===== src/rtl/fdc_pkg.sv =====
// Shared constants, types and command codes for the frame deframer and channel decoder.
// Depends on nothing; every other file in rtl imports it.
package fdc_pkg;

    localparam int FRAME_DEPTH = 32;
    localparam int FD_AW       = $clog2(FRAME_DEPTH);

    localparam logic [7:0] SOF_BYTE   = 8'h7E;
    localparam logic [7:0] ESC_BYTE   = 8'h7D;
    localparam logic [7:0] ESC_ADD    = 8'h20;
    localparam logic [7:0] TYPE_CHAN  = 8'h00;
    localparam logic [7:0] TYPE_TELE  = 8'h01;

    localparam int CH_FIRST_POS = 3;
    localparam int FLAG_POS     = 25;
    localparam int RSSI_POS     = 26;
    localparam int CH_BITS      = 11;
    localparam int LAST_CH      = 15;
    localparam int FLAG_LOST    = 2;
    localparam int FLAG_FS      = 3;

    localparam int QDEPTH = 2;

    typedef enum logic [1:0] {
        ST_ERR  = 2'd0,
        ST_CHAN = 2'd1,
        ST_TELE = 2'd2,
        ST_DATA = 2'd3
    } t_status;

    typedef struct packed {
        logic             en;
        logic [FD_AW-1:0] addr;
    } t_rd_req;

endpackage


===== src/rtl/fdc_front.sv =====
// Front end: byte hunting, unescaping, checksum, frame store and command issue.
// Depends on fdc_pkg; feeds fdc_queue and serves store reads to fdc_back.
module fdc_front import fdc_pkg::*; (
    input  logic       i_clk,
    input  logic       i_rst_n,
    input  logic       i_rx_valid,
    output logic       o_rx_ready,
    input  logic [7:0] i_rx_byte,
    output logic       o_push,
    output t_status    o_push_cmd,
    input  logic       i_q_full,
    input  logic       i_chan_done,
    input  t_rd_req    i_rd,
    output logic [7:0] o_rd_data
);

    typedef enum logic [4:0] {
        PH_HUNT = 5'b00001,
        PH_LEN  = 5'b00010,
        PH_PAY  = 5'b00100,
        PH_SUM  = 5'b01000,
        PH_END  = 5'b10000
    } t_phase;

    t_phase      r_phase, n_phase;
    logic [7:0]  r_wr_off, n_wr_off;
    logic [7:0]  r_len, n_len;
    logic [15:0] r_sum, n_sum;
    logic        r_esc, n_esc;
    logic [7:0]  r_type, n_type;
    logic        r_chan_pend, n_chan_pend;
    logic [7:0]  r_store [FRAME_DEPTH];
    logic [7:0]  r_rd_data;

    logic             w_acc;
    logic [7:0]       w_pay;
    logic [8:0]       w_pos;
    logic             w_pos_ok;
    logic [7:0]       w_off_inc;
    logic [8:0]       w_f1;
    logic [7:0]       w_f2;
    logic [7:0]       w_chk;
    logic             w_we;
    logic [FD_AW-1:0] w_waddr;
    logic [7:0]       w_wdata;

    assign o_rx_ready = !i_q_full && !r_chan_pend;
    assign w_acc      = i_rx_valid && o_rx_ready;
    assign w_pay      = r_esc ? (i_rx_byte + ESC_ADD) : i_rx_byte;
    assign w_pos      = 9'd2 + {1'b0, r_wr_off};
    assign w_pos_ok   = w_pos < 9'(FRAME_DEPTH);
    assign w_off_inc  = r_wr_off + 8'd1;
    assign w_f1       = {1'b0, r_sum[7:0]} + {1'b0, r_sum[15:8]};
    assign w_f2       = w_f1[7:0] + {7'd0, w_f1[8]};
    assign w_chk      = ~w_f2;
    assign o_rd_data  = r_rd_data;

    always_comb begin
        n_phase     = r_phase;
        n_wr_off    = r_wr_off;
        n_len       = r_len;
        n_sum       = r_sum;
        n_esc       = r_esc;
        n_type      = r_type;
        w_we        = 1'b0;
        w_waddr     = '0;
        w_wdata     = i_rx_byte;
        o_push      = 1'b0;
        o_push_cmd  = ST_ERR;
        if (w_acc) begin
            unique case (r_phase)
                PH_LEN: begin
                    if (i_rx_byte == SOF_BYTE) begin
                        w_we = 1'b1;
                    end else begin
                        n_len    = i_rx_byte;
                        w_we     = 1'b1;
                        w_waddr  = FD_AW'(1);
                        n_sum    = {8'd0, i_rx_byte};
                        n_wr_off = '0;
                        n_esc    = 1'b0;
                        n_phase  = PH_PAY;
                    end
                end
                PH_PAY: begin
                    if (!r_esc && i_rx_byte == ESC_BYTE) begin
                        n_esc = 1'b1;
                    end else begin
                        n_esc    = 1'b0;
                        w_we     = w_pos_ok;
                        w_waddr  = w_pos[FD_AW-1:0];
                        w_wdata  = w_pay;
                        n_sum    = r_sum + {8'd0, w_pay};
                        n_wr_off = w_off_inc;
                        if (r_wr_off == 8'd0) begin
                            n_type = w_pay;
                        end
                        if (w_off_inc >= r_len) begin
                            n_phase = PH_SUM;
                        end
                    end
                end
                PH_SUM: begin
                    if (w_chk == i_rx_byte) begin
                        n_phase = PH_END;
                    end else begin
                        n_phase    = PH_HUNT;
                        o_push     = 1'b1;
                        o_push_cmd = ST_ERR;
                    end
                end
                PH_END: begin
                    n_phase = PH_HUNT;
                    o_push  = 1'b1;
                    if (i_rx_byte != SOF_BYTE) begin
                        o_push_cmd = ST_ERR;
                    end else if (r_type == TYPE_TELE) begin
                        o_push_cmd = ST_TELE;
                    end else if (r_type == TYPE_CHAN) begin
                        o_push_cmd = ST_CHAN;
                    end else begin
                        o_push_cmd = ST_DATA;
                    end
                end
                default: begin
                    n_phase = PH_HUNT;
                    if (i_rx_byte == SOF_BYTE) begin
                        w_we     = 1'b1;
                        n_phase  = PH_LEN;
                        n_wr_off = '0;
                    end
                end
            endcase
        end
    end

    always_comb begin
        n_chan_pend = r_chan_pend;
        if (o_push && o_push_cmd == ST_CHAN) begin
            n_chan_pend = 1'b1;
        end else if (i_chan_done) begin
            n_chan_pend = 1'b0;
        end
    end

    always_ff @(posedge i_clk) begin
        if (!i_rst_n) begin
            r_phase     <= PH_HUNT;
            r_wr_off    <= '0;
            r_len       <= '0;
            r_sum       <= '0;
            r_esc       <= 1'b0;
            r_chan_pend <= 1'b0;
        end else begin
            r_phase     <= n_phase;
            r_wr_off    <= n_wr_off;
            r_len       <= n_len;
            r_sum       <= n_sum;
            r_esc       <= n_esc;
            r_chan_pend <= n_chan_pend;
        end
    end

    always_ff @(posedge i_clk) begin
        r_type <= n_type;
    end

    always_ff @(posedge i_clk) begin
        if (w_we) begin
            r_store[w_waddr] <= w_wdata;
        end
        if (i_rd.en) begin
            r_rd_data <= r_store[i_rd.addr];
        end
    end

endmodule


===== src/rtl/fdc_queue.sv =====
// Short command queue between the front end and the result sequencer.
// Depends on fdc_pkg for the command type and depth.
module fdc_queue import fdc_pkg::*; (
    input  logic    i_clk,
    input  logic    i_rst_n,
    input  logic    i_push,
    input  t_status i_push_cmd,
    input  logic    i_pop,
    output logic    o_full,
    output logic    o_empty,
    output t_status o_head
);

    localparam int Q_AW = (QDEPTH > 1) ? $clog2(QDEPTH) : 1;
    localparam int Q_CW = $clog2(QDEPTH + 1);

    t_status          r_slot [QDEPTH];
    logic [Q_AW-1:0]  r_wp, r_rp;
    logic [Q_CW-1:0]  r_count;

    assign o_full  = r_count == Q_CW'(QDEPTH);
    assign o_empty = r_count == '0;
    assign o_head  = r_slot[r_rp];

    always_ff @(posedge i_clk) begin
        if (!i_rst_n) begin
            r_wp    <= '0;
            r_rp    <= '0;
            r_count <= '0;
        end else begin
            if (i_push) begin
                r_wp <= (r_wp == Q_AW'(QDEPTH - 1)) ? '0 : r_wp + Q_AW'(1);
            end
            if (i_pop) begin
                r_rp <= (r_rp == Q_AW'(QDEPTH - 1)) ? '0 : r_rp + Q_AW'(1);
            end
            if (i_push && !i_pop) begin
                r_count <= r_count + Q_CW'(1);
            end else if (i_pop && !i_push) begin
                r_count <= r_count - Q_CW'(1);
            end
        end
    end

    always_ff @(posedge i_clk) begin
        if (i_push) begin
            r_slot[r_wp] <= i_push_cmd;
        end
    end

endmodule


===== src/rtl/fdc_back.sv =====
// Result sequencer: turns queued commands into result items and unpacks channels
// by streaming store bytes through a bit accumulator. Depends on fdc_pkg.
module fdc_back import fdc_pkg::*; (
    input  logic        i_clk,
    input  logic        i_rst_n,
    input  logic        i_q_empty,
    input  t_status     i_q_head,
    output logic        o_pop,
    output t_rd_req     o_rd,
    input  logic [7:0]  i_rd_data,
    output logic        o_chan_done,
    output logic        o_res_valid,
    input  logic        i_res_ready,
    output logic [1:0]  o_status,
    output logic [3:0]  o_channel_index,
    output logic [10:0] o_channel_value,
    output logic        o_frame_lost,
    output logic        o_failsafe,
    output logic [7:0]  o_rssi,
    output logic        o_last
);

    typedef enum logic [7:0] {
        B_IDLE     = 8'b00000001,
        B_RD       = 8'b00000010,
        B_ABS      = 8'b00000100,
        B_EMIT     = 8'b00001000,
        B_FLAG_RD  = 8'b00010000,
        B_FLAG_ABS = 8'b00100000,
        B_RSSI_ABS = 8'b01000000,
        B_LAST     = 8'b10000000
    } t_bstate;

    t_bstate          r_state, n_state;
    logic [FD_AW-1:0] r_addr, n_addr;
    logic [17:0]      r_acc, n_acc;
    logic [4:0]       r_cnt, n_cnt;
    logic [3:0]       r_ch, n_ch;
    logic             r_lost, n_lost;
    logic             r_fs, n_fs;
    logic [7:0]       r_rssi, n_rssi;

    logic             r_out_valid;
    t_status          r_status;
    logic [3:0]       r_idx;
    logic [10:0]      r_val;
    logic             r_lost_o, r_fs_o, r_last;
    logic [7:0]       r_rssi_o;

    logic             w_slot;
    logic             w_load;
    t_status          w_ld_status;
    logic [3:0]       w_ld_idx;
    logic [10:0]      w_ld_val;
    logic             w_ld_lost, w_ld_fs, w_ld_last;
    logic [7:0]       w_ld_rssi;

    assign w_slot = !r_out_valid || i_res_ready;

    always_comb begin
        n_state     = r_state;
        n_addr      = r_addr;
        n_acc       = r_acc;
        n_cnt       = r_cnt;
        n_ch        = r_ch;
        n_lost      = r_lost;
        n_fs        = r_fs;
        n_rssi      = r_rssi;
        o_pop       = 1'b0;
        o_rd        = '0;
        o_chan_done = 1'b0;
        w_load      = 1'b0;
        w_ld_status = ST_ERR;
        w_ld_idx    = '0;
        w_ld_val    = '0;
        w_ld_lost   = 1'b0;
        w_ld_fs     = 1'b0;
        w_ld_rssi   = '0;
        w_ld_last   = 1'b0;
        unique case (r_state)
            B_IDLE: begin
                if (!i_q_empty) begin
                    if (i_q_head == ST_CHAN) begin
                        o_pop   = 1'b1;
                        n_addr  = FD_AW'(CH_FIRST_POS);
                        n_acc   = '0;
                        n_cnt   = '0;
                        n_ch    = '0;
                        n_state = B_RD;
                    end else if (w_slot) begin
                        o_pop       = 1'b1;
                        w_load      = 1'b1;
                        w_ld_status = i_q_head;
                        w_ld_last   = 1'b1;
                    end
                end
            end
            B_RD: begin
                o_rd.en   = 1'b1;
                o_rd.addr = r_addr;
                n_state   = B_ABS;
            end
            B_ABS: begin
                n_acc   = r_acc | ({10'd0, i_rd_data} << r_cnt);
                n_cnt   = r_cnt + 5'd8;
                n_addr  = r_addr + FD_AW'(1);
                n_state = (n_cnt >= 5'(CH_BITS)) ? B_EMIT : B_RD;
            end
            B_EMIT: begin
                if (r_ch == 4'(LAST_CH)) begin
                    n_state = B_FLAG_RD;
                end else if (w_slot) begin
                    w_load      = 1'b1;
                    w_ld_status = ST_CHAN;
                    w_ld_idx    = r_ch;
                    w_ld_val    = r_acc[10:0];
                    n_acc       = r_acc >> CH_BITS;
                    n_cnt       = r_cnt - 5'(CH_BITS);
                    n_ch        = r_ch + 4'd1;
                    n_state     = B_RD;
                end
            end
            B_FLAG_RD: begin
                o_rd.en   = 1'b1;
                o_rd.addr = FD_AW'(FLAG_POS);
                n_state   = B_FLAG_ABS;
            end
            B_FLAG_ABS: begin
                n_lost    = i_rd_data[FLAG_LOST];
                n_fs      = i_rd_data[FLAG_FS];
                o_rd.en   = 1'b1;
                o_rd.addr = FD_AW'(RSSI_POS);
                n_state   = B_RSSI_ABS;
            end
            B_RSSI_ABS: begin
                n_rssi  = i_rd_data;
                n_state = B_LAST;
            end
            B_LAST: begin
                if (w_slot) begin
                    w_load      = 1'b1;
                    w_ld_status = ST_CHAN;
                    w_ld_idx    = r_ch;
                    w_ld_val    = r_acc[10:0];
                    w_ld_lost   = r_lost;
                    w_ld_fs     = r_fs;
                    w_ld_rssi   = r_rssi;
                    w_ld_last   = 1'b1;
                    o_chan_done = 1'b1;
                    n_state     = B_IDLE;
                end
            end
            default: begin
                n_state = B_IDLE;
            end
        endcase
    end

    always_ff @(posedge i_clk) begin
        if (!i_rst_n) begin
            r_state     <= B_IDLE;
            r_out_valid <= 1'b0;
        end else begin
            r_state <= n_state;
            if (w_load) begin
                r_out_valid <= 1'b1;
            end else if (i_res_ready) begin
                r_out_valid <= 1'b0;
            end
        end
    end

    always_ff @(posedge i_clk) begin
        r_addr <= n_addr;
        r_acc  <= n_acc;
        r_cnt  <= n_cnt;
        r_ch   <= n_ch;
        r_lost <= n_lost;
        r_fs   <= n_fs;
        r_rssi <= n_rssi;
        if (w_load) begin
            r_status <= w_ld_status;
            r_idx    <= w_ld_idx;
            r_val    <= w_ld_val;
            r_lost_o <= w_ld_lost;
            r_fs_o   <= w_ld_fs;
            r_rssi_o <= w_ld_rssi;
            r_last   <= w_ld_last;
        end
    end

    assign o_res_valid     = r_out_valid;
    assign o_status        = r_status;
    assign o_channel_index = r_idx;
    assign o_channel_value = r_val;
    assign o_frame_lost    = r_lost_o;
    assign o_failsafe      = r_fs_o;
    assign o_rssi          = r_rssi_o;
    assign o_last          = r_last;

endmodule


===== src/rtl/fport_deframer_channel_decoder.sv =====
// Top level of the frame deframer and channel decoder.
// Depends on fdc_pkg, fdc_front, fdc_queue and fdc_back.
//
//   Channel   Direction  Handshake                  Payload
//   rx        in         i_rx_valid / o_rx_ready    i_rx_byte
//   result    out        o_res_valid / i_res_ready  o_status .. o_last
//
// The front end is ready while the queue has room and no channel frame is being unpacked.
// A good channel frame holds the input for the unpack burst: 22 store reads, 16 channel results
// and the reads of the flag and RSSI bytes, plus any output stalls.
// Reset is synchronous; the frame store is not cleared, so a short frame can read stale bytes.
// A full output register with i_res_ready low stalls the sequencer, which in turn fills the queue.
module fport_deframer_channel_decoder import fdc_pkg::*; (
    input  logic        i_clk,
    input  logic        i_rst_n,
    input  logic        i_rx_valid,
    output logic        o_rx_ready,
    input  logic [7:0]  i_rx_byte,
    output logic        o_res_valid,
    input  logic        i_res_ready,
    output logic [1:0]  o_status,
    output logic [3:0]  o_channel_index,
    output logic [10:0] o_channel_value,
    output logic        o_frame_lost,
    output logic        o_failsafe,
    output logic [7:0]  o_rssi,
    output logic        o_last
);

    logic       w_push;
    t_status    w_push_cmd;
    logic       w_pop;
    logic       w_q_full;
    logic       w_q_empty;
    t_status    w_q_head;
    logic       w_chan_done;
    t_rd_req    w_rd;
    logic [7:0] w_rd_data;

    fdc_front u_front (
        .i_clk       (i_clk),
        .i_rst_n     (i_rst_n),
        .i_rx_valid  (i_rx_valid),
        .o_rx_ready  (o_rx_ready),
        .i_rx_byte   (i_rx_byte),
        .o_push      (w_push),
        .o_push_cmd  (w_push_cmd),
        .i_q_full    (w_q_full),
        .i_chan_done (w_chan_done),
        .i_rd        (w_rd),
        .o_rd_data   (w_rd_data)
    );

    fdc_queue u_queue (
        .i_clk      (i_clk),
        .i_rst_n    (i_rst_n),
        .i_push     (w_push),
        .i_push_cmd (w_push_cmd),
        .i_pop      (w_pop),
        .o_full     (w_q_full),
        .o_empty    (w_q_empty),
        .o_head     (w_q_head)
    );

    fdc_back u_back (
        .i_clk           (i_clk),
        .i_rst_n         (i_rst_n),
        .i_q_empty       (w_q_empty),
        .i_q_head        (w_q_head),
        .o_pop           (w_pop),
        .o_rd            (w_rd),
        .i_rd_data       (w_rd_data),
        .o_chan_done     (w_chan_done),
        .o_res_valid     (o_res_valid),
        .i_res_ready     (i_res_ready),
        .o_status        (o_status),
        .o_channel_index (o_channel_index),
        .o_channel_value (o_channel_value),
        .o_frame_lost    (o_frame_lost),
        .o_failsafe      (o_failsafe),
        .o_rssi          (o_rssi),
        .o_last          (o_last)
    );

`ifndef SYNTHESIS
    a_single_is_last: assert property (@(posedge i_clk) disable iff (!i_rst_n)
        (o_res_valid && o_status != ST_CHAN) |-> o_last)
        else $error("Non-channel result without last.");

    a_last_channel: assert property (@(posedge i_clk) disable iff (!i_rst_n)
        (o_res_valid && o_status == ST_CHAN && o_last) |-> (o_channel_index == 4'(LAST_CH)))
        else $error("Channel burst ended on the wrong channel.");

    a_done_shows_last: assert property (@(posedge i_clk) disable iff (!i_rst_n)
        w_chan_done |=> (o_res_valid && o_last && o_channel_index == 4'(LAST_CH)))
        else $error("Burst completion did not present the final channel.");

    a_no_pop_empty: assert property (@(posedge i_clk) disable iff (!i_rst_n)
        w_pop |-> !w_q_empty)
        else $error("Command queue popped while empty.");
`endif

endmodule

===== config.mk =====
export PLATFORM = sky130hd
export DESIGN_NAME = fport_deframer_channel_decoder
export DESIGN_NICKNAME = d
export VERILOG_FILES = /design/src/rtl/fdc_pkg.sv /design/src/rtl/fdc_front.sv /design/src/rtl/fdc_queue.sv /design/src/rtl/fdc_back.sv /design/src/rtl/fport_deframer_channel_decoder.sv
export SDC_FILE = /design/constraint.sdc
export NUM_CORES = 1
export LEC_CHECK = 0
export BUFFER_PORTS_ARGS = -buffer_cell sky130_fd_sc_hd__buf_2
export CELL_PAD_IN_SITES_DETAIL_PLACEMENT = 1
export CELL_PAD_IN_SITES_GLOBAL_PLACEMENT = 1
export CORE_MARGIN = 1.5
export CORE_UTILIZATION = 39
export DETAILED_ROUTE_END_ITERATION = 6
export PLACE_DENSITY_LB_ADDON = 0.25
export SETUP_SLACK_MARGIN = 0.4
export SLEW_MARGIN = 0
export SYNTH_ARGS = -nofsm -noshare
export SYNTH_HDL_FRONTEND = slang
export SYNTH_SLANG_ARGS = --single-unit

===== constraint.sdc =====
create_clock -name i_clk -period 6.2 [get_ports i_clk]
set_input_delay 0.31 -clock i_clk [delete_from_list [all_inputs] [get_ports i_clk]]
set_output_delay 0.31 -clock i_clk [all_outputs]
set_load 0.01 [all_outputs]

==> results of run 1 <==
==> stage by stage <==
stage	total power [mW]	setup WS (ps)	std cells	util, %
5_1_grt	6.49	757	2213	44.3
3_5_place_dp	3.64	1300	2132	41.2
6_report	6.27	1270	2213	44.3
4_1_cts	6.33	1290	2213	44.3
2_1_floorplan	3.44	1880	1562	-
3_3_place_gp	3.63	1410	2132	41.2
==> registers in the layout, indices dropped and copies added (netlist names), 2 cells and up, named ones only <==
register and flops:
u_front.r_type 8, u_back.r_cnt 5, u_back.o_channel_value 11, u_queue.r_count 2, u_back.r_ch 4, u_queue.r_slot 4, u_back.o_rssi 8, u_front.r_wr_off 8
u_front.r_phase 5, u_front.r_sum 16, u_front.o_rd_data 8, u_back.o_channel_index 4, u_back.r_state 8, u_back.r_addr 5, u_back.r_rssi 8, u_back.r_acc 18
u_front.r_store 256, u_back.o_status 2, u_front.r_len 8
==> per-layer routing <==
metal / up-vias / part of all wire, % / GRT usage (%) / routed length, µm
met3: 73 / 3.9 / 3.38 / 1790
met5: - / 0 / 0 / 0
met2: 172 / 49 / 32.8 / 22300
met1: 6143 / 46 / 25.9 / 20900
met4: 0 / 2.0 / 5.24 / 935
li1: 5826 / - / - / -
==> layout by cell type (no fill, tap or decap), types with 7 or more instances in the layout <==
| cell | synthesis | final |
|---|---|---|
| a211oi_1 | 95 | 94 |
| a21o_1 | 13 | 13 |
| a21oi_1 | 77 | 75 |
| a311oi_1 | 32 | 32 |
| a31oi_1 | 40 | 40 |
| and2_1 | 89 | 89 |
| and3_1 | 21 | 21 |
| buf_2 | 17 | 41 |
| buf_4 | 0 | 13 |
| clkbuf_1 | 70 | 9 |
| clkbuf_16 | 0 | 46 |
| clkinv_1 | 0 | 8 |
| clkinv_2 | 0 | 11 |
| dfxtp_1 | 53 | 53 |
| edfxtp_1 | 346 | 346 |
| ha_1 | 35 | 35 |
| inv_1 | 29 | 29 |
| mux2_2 | 9 | 9 |
| mux2i_1 | 23 | 23 |
| nand2_1 | 187 | 187 |
| nand2b_1 | 21 | 21 |
| nand3_1 | 24 | 24 |
| nand3b_1 | 8 | 8 |
| nand4_1 | 11 | 11 |
| nand4b_1 | 8 | 8 |
| nor2_1 | 137 | 136 |
| nor2b_1 | 12 | 12 |
| nor3_1 | 23 | 22 |
| nor3b_1 | 7 | 7 |
| nor4_1 | 7 | 7 |
| o21ai_0 | 47 | 47 |
| xnor2_1 | 26 | 24 |
| xor2_1 | 21 | 21 |
==> layout make-up <==
type	instances	area share (%)
well taps	607	3.69
multi-input cells	1038	31.1
clock buffers	55	5.76
clock inverters	26	1.37
inverters	30	0.547
flip-flops and latches	399	55.6
repair buffers	58	1.86
==> logic make-up after synthesis <==
kind of cell	share of synthesized area, %
mux	1.81
fa+ha+maj	2.61
flops	62.6
xor+xnor	2.43
buf+inv	2.68
simple gates	15.6
compound gates	12.3
==> path summary, 6_finish.rpt <==
check / slack, ps / endpoint / from / cells past startpoint
max: 1270 / u_queue.r_count[1]$_SDFFE_PN0P_ / u_front.r_sum[8]$_SDFFE_PN0P_ / 20
max reg2reg: 1270 / u_queue.r_count[1]$_SDFFE_PN0P_ / u_front.r_sum[8]$_SDFFE_PN0P_ / 20
min reg2reg: 490 / u_front.r_len[1]$_SDFFE_PN0P_ / u_front.r_len[1]$_SDFFE_PN0P_ / 2
min: 90 / u_back.r_state[0]$_SDFFE_PN1P_ / i_rst_n / 2
==> power breakdown <==
part	internal (mW)	switching [mW]
logic	0.151	0.305
clock network	1.60	1.09
registers	3.06	0.0590
==> impl_metrics.env, run 1 <==
export IMPL_multi_input_area_um2=6410
export IMPL_end_kind="register"
export IMPL_post_cts_resized=0
export IMPL_tightest_slew_ps=1200
export IMPL_portBuffers=41
export IMPL_grt_start_max_net_pins=129
export IMPL_yosys_area_top_type_share_pct=56.8
export IMPL_ys_ff_latch=399
export IMPL_clock_path_buffers=3
export IMPL_nNetsFinal=1620
export IMPL_synth_nets=1611
export IMPL_synth_lib_cells_used_distinct=67
export IMPL_postCtsSetupBuffers=0
export IMPL_grt_pass1_vias=12500
export IMPL_syn_inst=1562
export IMPL_tritoncts="yes"
export IMPL_cp_start_kind="register"
export IMPL_row_count=79
export IMPL_grt_total_usage_pct=19.5
export IMPL_syn_area_um2=18300
export IMPL_power_density_nw_per_um2=304
export IMPL_tns_ps=0
export IMPL_post_drt_wl_per_cell_um=20.8
export IMPL_skew_ps=15.1
export IMPL_vdd_drop_max_mv=0.193
export IMPL_worstHoldPathType="input pin to register"
export IMPL_relSlewSlack_pct=19.1
export IMPL_worstPathArrival_ps=5430
export IMPL_fin_crit_sh_pct=79.6
export IMPL_antenna_found_initial=0
export IMPL_crit_type="register to register"
export IMPL_die_h_um=220
export IMPL_htreeDepth=2
export IMPL_synthTopCellsByArea="edfxtp_1 57%, dfxtp_1 5.8%, a211oi_1 3.9%, nand2_1 3.8%, and2_1 3.0%"
export IMPL_grt_pass1_wl_um=72300
export IMPL_overflow=0
export IMPL_cp_common_cell="ha_1"
export IMPL_slowest_delay_ps=530
export IMPL_synthFlopType="edfxtp_1"
export IMPL_drtIter0Drc=725
export IMPL_gp_congestion=0.784
export IMPL_path_clk_slew_ps=60
export IMPL_dp_hpwl_um=29000
export IMPL_timing_fmax_mhz=203
export IMPL_crit_fanout=4
export IMPL_placed_cell_area_um2=19100
export IMPL_start_util_pct=39.4
export IMPL_drive_above_1_share_pct=9.46
export IMPL_die_area_um2=48200
export IMPL_syn_area_per_cell_um2=11.7
export IMPL_synthArstFlopShare_pct=0
export IMPL_drv_cap=0
export IMPL_cpLargestDelayFamily="simple AND/OR/NAND/NOR gates"
export IMPL_synth_edf_count=346
export IMPL_slowest_stage="or4_4"
export IMPL_vias_per_cell=5.52
export IMPL_yosysMostFrequentCell="edfxtp_1"
export IMPL_seqCellArea_um2=11500
export IMPL_whs_ps=90.6
export IMPL_root_buffer="clkbuf_16"
export IMPL_synth_warnings=0
export IMPL_vias=12200
export IMPL_syn_to_final_growth_pct=12.5
export IMPL_synth_top_cells_by_count="346 x edfxtp_1, 187 x nand2_1, 137 x nor2_1"
export IMPL_slew_violations=0
export IMPL_crit_buf_inv=1
export IMPL_die_w_um=220
export IMPL_rsz0062_at_grt="false"
export IMPL_ios=42
export IMPL_p_leak_nw=7.01
export IMPL_coreArea_um2=46500
export IMPL_period_needed_ps=4930
export IMPL_crit_chain="ha_1, inv_1, fa_1, nand2b_1, a21oi_1, nor3_1, nor2_1, o21ai_0, nand2b_1, ha_1, and3_1, nor3b_2, nand4_1, o211a_1, or4_4, nor3_1, nor2_1, ha_1, or3_1, a21oi_1"
export IMPL_drc=0
export IMPL_yosysTopAreaCell="edfxtp_1"
export IMPL_final_hold_viol_count=0
export IMPL_cts_hold_buf=0
export IMPL_clock_latency_ps=580
export IMPL_drtAntennaViolNets=0
export IMPL_status="finished clean"
export IMPL_ys_seq_area_share_pct=62.6
export IMPL_antennaDiodeCount=0
export IMPL_finalSetupViolCount=0
export IMPL_wirelength_um=45900
export IMPL_cp_data_required_time_ps=6690
export IMPL_n_fill_cell=4949
export IMPL_drtPass1Iterations=5
export IMPL_stdcell_area_um2=20600
export IMPL_clock_sinks=399
export IMPL_cts_made_buffers=44
No activity file was read; power rests on OpenSTA's default activity.
==> inputs of run 2 (changes only) <==
Clock period 6.2 ns to 5 ns, I/O delays scaled along.
==> impl_metrics.env, run 2 (synthesized netlist as in run 1, its figures left out) <==
export IMPL_status="finished clean"
export IMPL_crit_type="register to register"
export IMPL_clock_path_buffers=3
export IMPL_drtIter0Drc=661
export IMPL_crit_chain="ha_2, inv_1, fa_2, nand2b_4, a21oi_4, nor3_1, nor2_1, o21ai_0, nand2b_1, ha_1, and3_4, nor3b_4, nand4_1, o211a_1, or4_4, nor3_4, nor2_1, ha_1, or3_1, a21oi_1"
export IMPL_die_h_um=220
export IMPL_finalSetupViolCount=0
export IMPL_tns_ps=0
export IMPL_final_core_util_pct=44.6
export IMPL_end_kind="register"
export IMPL_grt_start_max_net_pins=129
export IMPL_antenna_found_initial=0
export IMPL_dp_hpwl_um=30300
export IMPL_die_w_um=220
export IMPL_grt_total_usage_pct=19.4
export IMPL_reg_top3="u_front.r_store: 256 flops, u_back.r_acc: 18 flops, u_front.r_sum: 16 flops"
export IMPL_p_int_mw=5.77
export IMPL_wirelength_um=46200
export IMPL_stdcell_area_um2=20700
export IMPL_tritoncts="yes"
export IMPL_largest_register="u_front.r_store"
export IMPL_crit_fanout=4
export IMPL_worstHoldPathType="input pin to register"
export IMPL_power_density_nw_per_um2=364
export IMPL_rsz0062_at_grt="false"
export IMPL_postCtsSetupBuffers=0
export IMPL_drv_cap=0
export IMPL_placedCellCount=2156
export IMPL_placed_cell_area_um2=19300
export IMPL_start_util_pct=39.4
export IMPL_crit_buf_inv=1
export IMPL_clock_latency_ps=580
export IMPL_ios=42
export IMPL_clock_sinks=399
export IMPL_cp_start_kind="register"
export IMPL_grt_pass1_wl_um=72300
export IMPL_cts_made_buffers=44
export IMPL_p_switching_mw=1.77
export IMPL_fin_cells=2239
export IMPL_tightest_slew_ps=1150
export IMPL_final_cell_mix="346 x edfxtp_1, 187 x nand2_1, 136 x nor2_1"
export IMPL_drtPass1Iterations=5
export IMPL_slew_violations=0
export IMPL_row_count=79
export IMPL_antennaDiodeCount=0
export IMPL_p_leak_nw=7.10
export IMPL_vias=12400
export IMPL_drive_above_1_share_pct=11.0
export IMPL_fin_crit_sh_pct=87.2
export IMPL_drc=0
export IMPL_pwr_share_comb_pct=7.5
export IMPL_p_sw_share_pct=23.5
export IMPL_htreeDepth=2
export IMPL_cpLargestDelayFamily="simple AND/OR/NAND/NOR gates"
export IMPL_coreArea_um2=46500
export IMPL_power_mw=7.55
export IMPL_slowest_stage="or4_4"
export IMPL_timing_fmax_mhz=229
export IMPL_slowest_delay_ps=550
export IMPL_clkPwrFrac_pct=41.3
export IMPL_syn_to_final_growth_pct=13.2
export IMPL_skew_ps=28.7
export IMPL_die_area_um2=48200
export IMPL_post_drt_wl_per_cell_um=20.6
export IMPL_final_hold_viol_count=0
export IMPL_path_clk_slew_ps=60
export IMPL_grt_pass1_vias=12700
export IMPL_gp_congestion=0.802
export IMPL_cp_data_required_time_ps=5480
export IMPL_nNetsFinal=1645
export IMPL_largest_reg_flops=256
export IMPL_vdd_drop_max_mv=0.301
export IMPL_portBuffers=41
export IMPL_vias_per_cell=5.52
export IMPL_n_fill_cell=4916
export IMPL_drtAntennaViolNets=0
export IMPL_relSlewSlack_pct=23.6
export IMPL_sequentialPowerShare_pct=51.2
export IMPL_period_needed_ps=4360
export IMPL_root_buffer="clkbuf_16"
export IMPL_worstPathArrival_ps=4840
export IMPL_final_common_cell="edfxtp_1"
export IMPL_overflow=0
run 2: cell count changes in the layout (fill, tap and decap cells not counted), sizes merged:
| cell | previous run | this run |
|---|---|---|
| buf | 58 | 82 |
| bufinv | 6 | 2 |
| clkbuf | 55 | 59 |
| clkinvlp | 0 | 1 |
| dlygate4sd3 | 0 | 1 |
run 2: per-stage QoR:
stage / worst slack [ps] / hold WS (ps)
after global placement: 445 / 475
after global routing: 400 / 107
final: 641 / 112
after floorplan: 677 / 349
after CTS: 415 / 79.1
after detailed placement: 306 / 492
run 2: worst min-delay path: stages:
cell and delay, ps:
buf_2 90, nor2b_1 90, a21oi_1 140
run 2: worst paths after layout:
check	from	to	slack (ps)	cells past startpoint
setup / recovery	u_front.r_sum[8]$_SDFFE_PN0P_	u_queue.r_count[1]$_SDFFE_PN0P_	640	20
hold / removal	i_res_ready	u_back.o_last$_DFFE_PP_	110	3
setup reg to reg	u_front.r_sum[8]$_SDFFE_PN0P_	u_queue.r_count[1]$_SDFFE_PN0P_	640	20
hold reg to reg	u_front.r_len[3]$_SDFFE_PN0P_	u_front.r_len[3]$_SDFFE_PN0P_	490	2
run 2: cell type report:
cell class / instances / area (µm²) / share of cell area (%)
well taps: 607 / 759 / 3.66
multi-input cells: 1038 / 6460 / 31.2
clock buffers: 59 / 1200 / 5.79
clock inverters: 23 / 168 / 0.809
repair buffers: 83 / 573 / 2.77
flip-flops and latches: 399 / 11500 / 55.3
inverters: 30 / 113 / 0.543
run 2: metal layers:
layer  GRT usage [%]  vias to the layer above  routed length, µm  share of wire, %
li1                -                     5872                  -                 -
met1            25.4                     6204              20400                44
met2            33.2                      219              22700                49
met3            3.37                       65               2060               4.5
met4            5.49                        0               1020               2.2
met5               0                        -                  0                 0
run 2: power groups by stage:
stage                     Clock, mW  Sequential [mW]  Combinational, mW
after floorplan                   0             3.97              0.295
after global placement            0             3.93              0.565
after detailed placement          0             3.94              0.574
after CTS                      3.18             3.87              0.578
after global routing           3.31             3.88              0.630
final                          3.12             3.87              0.565
run 2: what timing repair did:
action / in CTS / in global routing
hold buffers: 1 / 0
setup endpoints to repair: 1 / 2
endpoints found under the hold margin: 1 / 0
resized for setup: 2 / 9
pin swaps: 0 / 3
